**src/hdl/tczc_pkg.sv**
```systemverilog
// ----------------------------------------------------------------------------
// Thermal zone classifier package
// Widths, register codes, reset values and the code-to-temperature table.
// ----------------------------------------------------------------------------
package tczc_pkg;

  localparam int CODE_W     = 8;
  localparam int TEMP_W     = 8;
  localparam int ZONE_W     = 3;
  localparam int CFG_IDX_W  = 3;
  localparam int LIMIT_REGS = 5;
  localparam int ZONE_COUNT_DEF = 5;
  localparam int ROM_DEPTH  = 93;
  localparam int ROM_IDX_W  = 7;

  localparam logic [ZONE_W-1:0] NO_ZONE = 3'd7;

  localparam logic [CODE_W-1:0] CODE_MAX_VALID  = 8'd128;
  localparam logic [CODE_W-1:0] CODE_LOW_END    = 8'd13;
  localparam logic [CODE_W-1:0] CODE_HIGH_START = 8'd107;
  localparam logic [ROM_IDX_W-1:0] CODE_ROM_BASE = 7'd14;

  localparam logic signed [TEMP_W-1:0] TEMP_FLOOR = -8'sd40;
  localparam logic signed [TEMP_W-1:0] TEMP_CEIL  = 8'sd125;

  typedef logic signed [TEMP_W-1:0] temp_t;

  // Register indexes of the configuration port.
  typedef enum logic [CFG_IDX_W-1:0] {
    REG_ZONE0_LIMIT = 3'd0,
    REG_ZONE1_LIMIT = 3'd1,
    REG_ZONE2_LIMIT = 3'd2,
    REG_ZONE3_LIMIT = 3'd3,
    REG_ZONE4_LIMIT = 3'd4
  } cfg_reg_t;

  localparam temp_t LIMIT_RESET [LIMIT_REGS] = '{
    8'sd50, 8'sd70, 8'sd85, 8'sd100, 8'sd127
  };

  // Temperature for codes 14 through 106.
  localparam temp_t CODE_ROM [ROM_DEPTH] = '{
    -8'sd38, -8'sd35, -8'sd34, -8'sd32, -8'sd30, -8'sd28, -8'sd26, -8'sd24,
    -8'sd22, -8'sd20, -8'sd18, -8'sd17, -8'sd15, -8'sd13, -8'sd12, -8'sd10,
    -8'sd8,  -8'sd6,  -8'sd5,  -8'sd3,  -8'sd1,  8'sd0,   8'sd2,   8'sd3,
    8'sd5,   8'sd6,   8'sd8,   8'sd10,  8'sd12,  8'sd13,  8'sd15,  8'sd17,
    8'sd19,  8'sd21,  8'sd23,  8'sd25,  8'sd27,  8'sd28,  8'sd30,  8'sd32,
    8'sd33,  8'sd35,  8'sd37,  8'sd38,  8'sd40,  8'sd42,  8'sd43,  8'sd45,
    8'sd47,  8'sd48,  8'sd50,  8'sd52,  8'sd53,  8'sd55,  8'sd57,  8'sd58,
    8'sd60,  8'sd62,  8'sd64,  8'sd66,  8'sd68,  8'sd70,  8'sd71,  8'sd73,
    8'sd75,  8'sd77,  8'sd78,  8'sd80,  8'sd82,  8'sd83,  8'sd85,  8'sd87,
    8'sd88,  8'sd90,  8'sd92,  8'sd93,  8'sd95,  8'sd97,  8'sd98,  8'sd100,
    8'sd102, 8'sd103, 8'sd105, 8'sd107, 8'sd109, 8'sd111, 8'sd113, 8'sd115,
    8'sd117, 8'sd118, 8'sd120, 8'sd122, 8'sd123
  };

  // Converted code handed from the converter to the zone logic.
  typedef struct packed {
    logic  valid;
    temp_t temp;
  } conv_res_t;

  // Zone decision handed from the zone logic to the result register.
  typedef struct packed {
    logic [ZONE_W-1:0] zone;
    logic              changed;
  } zone_res_t;

endpackage

```
**src/hdl/tczc_cfg.sv**
```systemverilog
// ----------------------------------------------------------------------------
// Zone limit registers
// Holds the zone limits and takes writes from the configuration port.
// ----------------------------------------------------------------------------
module tczc_cfg #(
  parameter int ZONE_REGS = tczc_pkg::LIMIT_REGS
) (
  input  logic                                   clk,
  input  logic                                   rst_n,
  input  logic                                   cfg_wr_en,
  input  logic [tczc_pkg::CFG_IDX_W-1:0]          cfg_index,
  input  logic [tczc_pkg::TEMP_W-1:0]             cfg_wdata,
  output logic [ZONE_REGS-1:0][tczc_pkg::TEMP_W-1:0] limits
);
  import tczc_pkg::*;

  logic [ZONE_REGS-1:0][TEMP_W-1:0] limit_r;

  for (genvar i = 0; i < ZONE_REGS; i++) begin : g_limit
    always_ff @(posedge clk) begin
      if (!rst_n) begin
        limit_r[i] <= LIMIT_RESET[i];
      end else if (cfg_wr_en && (cfg_index == CFG_IDX_W'(i))) begin
        limit_r[i] <= cfg_wdata;
      end
    end
  end

  assign limits = limit_r;

endmodule

```
**src/hdl/tczc_conv.sv**
```systemverilog
// ----------------------------------------------------------------------------
// Code converter
// Checks the sensor code and maps it to degrees Celsius through the table.
// ----------------------------------------------------------------------------
module tczc_conv (
  input  logic [tczc_pkg::CODE_W-1:0] code,
  output tczc_pkg::conv_res_t         res
);
  import tczc_pkg::*;

  logic [ROM_IDX_W-1:0] rom_idx;

  // Only used for codes 14 to 106, where the top bit is clear.
  assign rom_idx = code[ROM_IDX_W-1:0] - CODE_ROM_BASE;

  always_comb begin
    res.valid = 1'b1;
    if (code > CODE_MAX_VALID) begin
      res.valid = 1'b0;
      res.temp  = '0;
    end else if ((code == CODE_MAX_VALID) || (code <= CODE_LOW_END)) begin
      res.temp = TEMP_FLOOR;
    end else if (code >= CODE_HIGH_START) begin
      res.temp = TEMP_CEIL;
    end else begin
      res.temp = CODE_ROM[rom_idx];
    end
  end

endmodule

```
**src/hdl/tczc_zone.sv**
```systemverilog
// ----------------------------------------------------------------------------
// Zone tracker
// Picks the zone for a temperature and keeps the current zone.
// ----------------------------------------------------------------------------
module tczc_zone #(
  parameter int ZONE_REGS = tczc_pkg::LIMIT_REGS
) (
  input  logic                                       clk,
  input  logic                                       rst_n,
  input  logic                                       advance,
  input  tczc_pkg::conv_res_t                        conv,
  input  logic [ZONE_REGS-1:0][tczc_pkg::TEMP_W-1:0] limits,
  output tczc_pkg::zone_res_t                        res
);
  import tczc_pkg::*;

  logic [ZONE_W-1:0] current_zone_r;
  logic [ZONE_W-1:0] current_zone_nxt;
  logic [ZONE_W-1:0] pick;

  // The lowest zone whose limit is above the temperature wins; zone 0 if none.
  always_comb begin
    pick = '0;
    for (int i = ZONE_REGS - 1; i >= 0; i--) begin
      if (conv.temp < $signed(limits[i])) begin
        pick = ZONE_W'(i);
      end
    end
  end

  always_comb begin
    if (conv.valid) begin
      current_zone_nxt = pick;
      res.zone         = pick;
      res.changed      = (pick != current_zone_r);
    end else begin
      current_zone_nxt = current_zone_r;
      res.zone         = current_zone_r;
      res.changed      = 1'b0;
    end
  end

  always_ff @(posedge clk) begin
    if (!rst_n) begin
      current_zone_r <= NO_ZONE;
    end else if (advance) begin
      current_zone_r <= current_zone_nxt;
    end
  end

endmodule

```
**src/hdl/thermal_code_to_zone_classifier.sv**
```systemverilog
// ----------------------------------------------------------------------------
// Thermal code to zone classifier
// Converts bandgap sensor codes to Celsius and tracks the thermal zone.
// ----------------------------------------------------------------------------
//
//   Channel   Direction  Handshake              Payload
//   in_*      input      in_valid / in_ready    in_adc_code
//   out_*     output     out_valid / out_ready  out_temp_celsius, out_code_valid,
//                                               out_zone, out_zone_changed
//   cfg_*     input      cfg_wr_en              cfg_index, cfg_wdata
//
// An accepted code passes through the input register and then the result
// register. The code sits in the input register while the table lookup and
// limit compare run, and the result register takes the outcome once it is
// empty or being drained. A new transaction can be accepted every cycle while
// in_ready is high.
// Reset is synchronous and active low; it restores the limit defaults, empties
// both registers and sets the tracked zone to "no zone yet".
// A stalled result holds the result register; the input register then fills,
// and in_ready drops only while both are occupied and out_ready is low.
// ----------------------------------------------------------------------------
module thermal_code_to_zone_classifier #(
  parameter int ZONE_COUNT = tczc_pkg::ZONE_COUNT_DEF
) (
  input  logic                                clk,
  input  logic                                rst_n,
  // Sensor code transactions.
  input  logic                                in_valid,
  output logic                                in_ready,
  input  logic [tczc_pkg::CODE_W-1:0]          in_adc_code,
  // Result transactions.
  output logic                                out_valid,
  input  logic                                out_ready,
  output logic signed [tczc_pkg::TEMP_W-1:0]   out_temp_celsius,
  output logic                                out_code_valid,
  output logic [tczc_pkg::ZONE_W-1:0]          out_zone,
  output logic                                out_zone_changed,
  // Zone limit writes.
  input  logic                                cfg_wr_en,
  input  logic [tczc_pkg::CFG_IDX_W-1:0]       cfg_index,
  input  logic [tczc_pkg::TEMP_W-1:0]          cfg_wdata
);
  import tczc_pkg::*;

  // Only the limits that the zone search can reach are stored.
  localparam int ZoneRegs = (ZONE_COUNT < LIMIT_REGS) ? ZONE_COUNT : LIMIT_REGS;

  logic                             in_vld_r;
  logic [CODE_W-1:0]                code_r;
  logic                             out_vld_r;
  temp_t                            temp_r;
  logic                             code_valid_r;
  logic [ZONE_W-1:0]                zone_r;
  logic                             zone_changed_r;

  logic                             out_free;
  logic                             advance;
  logic [ZoneRegs-1:0][TEMP_W-1:0]  limits;
  conv_res_t                        conv;
  zone_res_t                        zres;

  // The result register takes a new value when it is empty or being drained.
  // The input register moves forward whenever the result register can take it,
  // and refills in the same cycle.
  assign out_free = !out_vld_r || out_ready;
  assign advance  = in_vld_r && out_free;
  assign in_ready = !in_vld_r || out_free;

  tczc_cfg #(
    .ZONE_REGS (ZoneRegs)
  ) u_cfg (
    .clk       (clk),
    .rst_n     (rst_n),
    .cfg_wr_en (cfg_wr_en),
    .cfg_index (cfg_index),
    .cfg_wdata (cfg_wdata),
    .limits    (limits)
  );

  tczc_conv u_conv (
    .code (code_r),
    .res  (conv)
  );

  // The tracked zone updates exactly when a transaction enters the result
  // register, so successive transactions see zones in acceptance order.
  tczc_zone #(
    .ZONE_REGS (ZoneRegs)
  ) u_zone (
    .clk     (clk),
    .rst_n   (rst_n),
    .advance (advance),
    .conv    (conv),
    .limits  (limits),
    .res     (zres)
  );

  // Input register.
  always_ff @(posedge clk) begin
    if (!rst_n) begin
      in_vld_r <= 1'b0;
    end else if (in_ready) begin
      in_vld_r <= in_valid;
    end
  end

  always_ff @(posedge clk) begin
    if (in_valid && in_ready) begin
      code_r <= in_adc_code;
    end
  end

  // Result register.
  always_ff @(posedge clk) begin
    if (!rst_n) begin
      out_vld_r <= 1'b0;
    end else if (out_free) begin
      out_vld_r <= in_vld_r;
    end
  end

  always_ff @(posedge clk) begin
    if (advance) begin
      temp_r         <= conv.temp;
      code_valid_r   <= conv.valid;
      zone_r         <= zres.zone;
      zone_changed_r <= zres.changed;
    end
  end

  assign out_valid        = out_vld_r;
  assign out_temp_celsius = temp_r;
  assign out_code_valid   = code_valid_r;
  assign out_zone         = zone_r;
  assign out_zone_changed = zone_changed_r;

endmodule

```
**config.mk**
```make
export PLATFORM = sky130hd
export DESIGN_NAME = thermal_code_to_zone_classifier
export DESIGN_NICKNAME = d
export VERILOG_FILES = /design/src/hdl/tczc_pkg.sv /design/src/hdl/tczc_cfg.sv /design/src/hdl/tczc_conv.sv /design/src/hdl/tczc_zone.sv /design/src/hdl/thermal_code_to_zone_classifier.sv
export SDC_FILE = /design/constraint.sdc
export NUM_CORES = 1
export LEC_CHECK = 0
export BUFFER_PORTS_ARGS = -buffer_cell sky130_fd_sc_hd__buf_2
export CAP_MARGIN = 25
export CORE_ASPECT_RATIO = 1.1
export CORE_MARGIN = 2
export CORE_UTILIZATION = 65
export DETAILED_ROUTE_END_ITERATION = 8
export PLACE_DENSITY_LB_ADDON = 0.1
export SYNTH_ARGS = -nofsm -noshare
export SYNTH_HDL_FRONTEND = slang
export SYNTH_SLANG_ARGS = --single-unit
```
**constraint.sdc**
```tcl
create_clock -name clk -period 8.1 [get_ports clk]
set_input_delay 1.62 -clock clk [delete_from_list [all_inputs] [get_ports clk]]
set_output_delay 1.62 -clock clk [all_outputs]
set_load 0.1 [all_outputs]
```
==> results.tsv <==
metric	value	unit
worst-case clock buffer depth	2	
total negative setup slack	0	ns
synth unique cells	62	
area grow syn2layout	8.39	%
worst min-delay path category	reg -> reg	
die area	7730	sq um
Slew HR	29.9	%
Clk Latency, worst-skew pair	0.35	ns
Post-Syn Nets	611	
nature of the critical path endpoint	flop	
post-layout util	71.6	%
Post-CTS Resized	0	
CTS tree	built	
Synth Cell Area	4580	sq um
CORE AREA	6930	sq um
detailed placement HPWL	8.44	mm
placer congestion estimate	0.950	
unrepaired setup endpoints after global routing	false	
Die Height	92.0	um
Via density	6.28	
H-tree depth	3	
Primary FF master, synth	dfxtp_1	
filler instances	561	
final hold violation count	0	
net total in the final layout	638	
Syn Area/Cell	8.46	sq um
crit-path max FO	22	
synthesized instance count	541	
Seq/Total Area, Yosys	33.5	%
Sink Count	66	
vias in the first global route	3802	
CTS Buf Count	9	
power density over the cells	175	nW/um^2
#FFs+latches synth	66	
Setup Buffers After CTS	0	
number of diodes	0	
crit path launch type	flop	
wire per inst	17.5	um
first-pass GRT wire length	18.7	mm
# rows	32	
leakage power	2.10	nW
DRT Pass-1 Iters	5	
Tmin final	6.78	ns
layout cell share with drive strength beyond 1	12.7	%
Clock Pin Slew Worst Setup and Hold Paths	0.07	ns
Synthesis Warnings	0	
via count	4134	
Critical Path RT	8.18	ns
I/O pins	39	
Tot GR Track Use	30.9	%
Peak Freq	0.148	GHz
Post-synth EDFFs	21	
Die X	84.0	um
status	finished, final reports clean	
setup violators final	0	
DR DRC count	0	
total gr overflow	0	
Port Buffers	38	
Crit path arrival time	6.86	ns
Max Cap Viol	0	
fin. max-slew vios	0	
Peak supply drop	139	uV
Initial Util	66.1	%
total power	0.869	mW
Post-synth ARST share	0	%
drt first-iter violations	247	
Root Buffer	clkbuf_8	
hold slack	0.468	ns
WS Path Type	reg -> reg	
period utilization	83.6	%
most frequent cells in the layout	nand2_1 (92), inv_1 (51), ha_1 (46)	
Least-Margin Pin Slew	1.05	ns
commonest non-fill, non-tap cell in the layout	nand2_1	
hold_buf cts	0	
final wirelength	11.5	mm
ANT nets after route	0	
largest net degree at the start of global routing	46	
antenna violations before repair	0	
clock skew	0.00871	ns
==> cells by family after synthesis <==
group / share of synthesized area [%]
adder cells (fa/ha/maj): 12.6
buffers and inverters: 6.56
flip-flops: 33.5
XOR/XNOR: 2.30
AND/OR/NAND/NOR: 17.0
multiplexers: 3.58
AO/OA/AOI/OAI: 24.6
==> synthesized netlist by cell type, drive strengths merged, types with 4 or more instances <==
cell type / number / area share (%)
a211oi: 10 / 1.6
a21boi: 22 / 3.6
a21o: 4 / 0.66
a21oi: 29 / 3.2
a221oi: 4 / 0.77
and2: 4 / 0.55
and3: 5 / 0.68
buf: 7 / 0.74
clkbuf: 19 / 1.6
dfxtp: 45 / 20
edfxtp: 21 / 14
ha: 46 / 13
inv: 51 / 4.2
mux2i: 4 / 0.87
mux4: 4 / 2.0
nand2: 92 / 7.5
nand2b: 4 / 0.55
nand3: 11 / 1.2
nor2: 17 / 1.4
nor2b: 9 / 1.2
nor3: 7 / 0.87
o211ai: 27 / 4.4
o21a: 6 / 0.98
o21ai: 34 / 3.7
xnor2: 7 / 1.9
==> final timing paths <==
| path | startpoint | end | slack, ns | depth (start not counted) |
|---|---|---|---|---|
| worst min-delay path | u_cfg.limits[11] | u_cfg.limits[11] | 0.47 | 2 |
| worst max register to register | code_r[1] | out_zone_changed | 1.32 | 19 |
| worst min register to register | u_cfg.limits[11] | u_cfg.limits[11] | 0.47 | 2 |
| worst max-delay path | code_r[1] | out_zone_changed | 1.32 | 19 |
==> per-stage QoR <==
stage / instance area (sq um) / setup WS [ns] / cells
after floorplan: 4580 / 3.27 / 541
after global placement: 4800 / 1.78 / 642
after detailed placement: 4800 / 1.52 / 642
after CTS: 4960 / 1.49 / 658
after global routing: 4960 / 0.931 / 658
final: 4960 / 1.32 / 658
==> power by group <==
group / total, mW / internal (mW) / switching (mW)
sequential: 0.368 / 0.357 / 0.0107
clock: 0.238 / 0.110 / 0.128
combinational: 0.263 / 0.0919 / 0.171
total: 0.869 / 0.559 / 0.310
==> metal layers <==
metal | track usage [%] | vias up | wire [um]
li1 | - | 1993 | -
met1 | 37.9 | 1955 | 4900
met2 | 52.2 | 158 | 5630
met3 | 5.22 | 28 | 646
met4 | 15.2 | 0 | 325
met5 | 0 | - | 0
==> critical path, stage by stage (launching register included) <==
cell and delay, ns:
edfxtp_1 0.78, inv_1 0.30, ha_1 0.79, clkinv_1 0.61, nand2_1 0.28, a21oi_1 0.10
a311oi_1 0.23, o21ai_0 0.13, o211ai_1 0.10, o21ai_0 0.12, a21oi_1 0.64, ha_1 0.38
a2111oi_0 0.48, o21bai_1 0.13, a221oi_1 0.33, o21ai_0 0.15, mux2_2 0.32, nand2_1 0.07
o311ai_0 0.40, o221ai_2 0.16
==> state kept, by name (all words and copies together), names as in the netlist <==
register / cells
u_zone.current_zone_r: 3
out_temp_celsius: 8
u_cfg.limits: 40
code_r: 8
out_valid: 1
out_code_valid: 1
in_vld_r: 1
out_zone: 3
out_zone_changed: 1
==> cell type report <==
cell class / instances / area (sq um) / share of cell area (%)
clock buffer: 11 / 131 / 2.65
multi-input combinational: 397 / 2750 / 55.3
clock inverter: 5 / 31.3 / 0.630
inverter: 52 / 195 / 3.93
tap: 85 / 106 / 2.14
timing repair buffer: 42 / 220 / 4.44
sequential: 66 / 1530 / 30.9
Note: power is estimated with default switching activity, not from simulation.
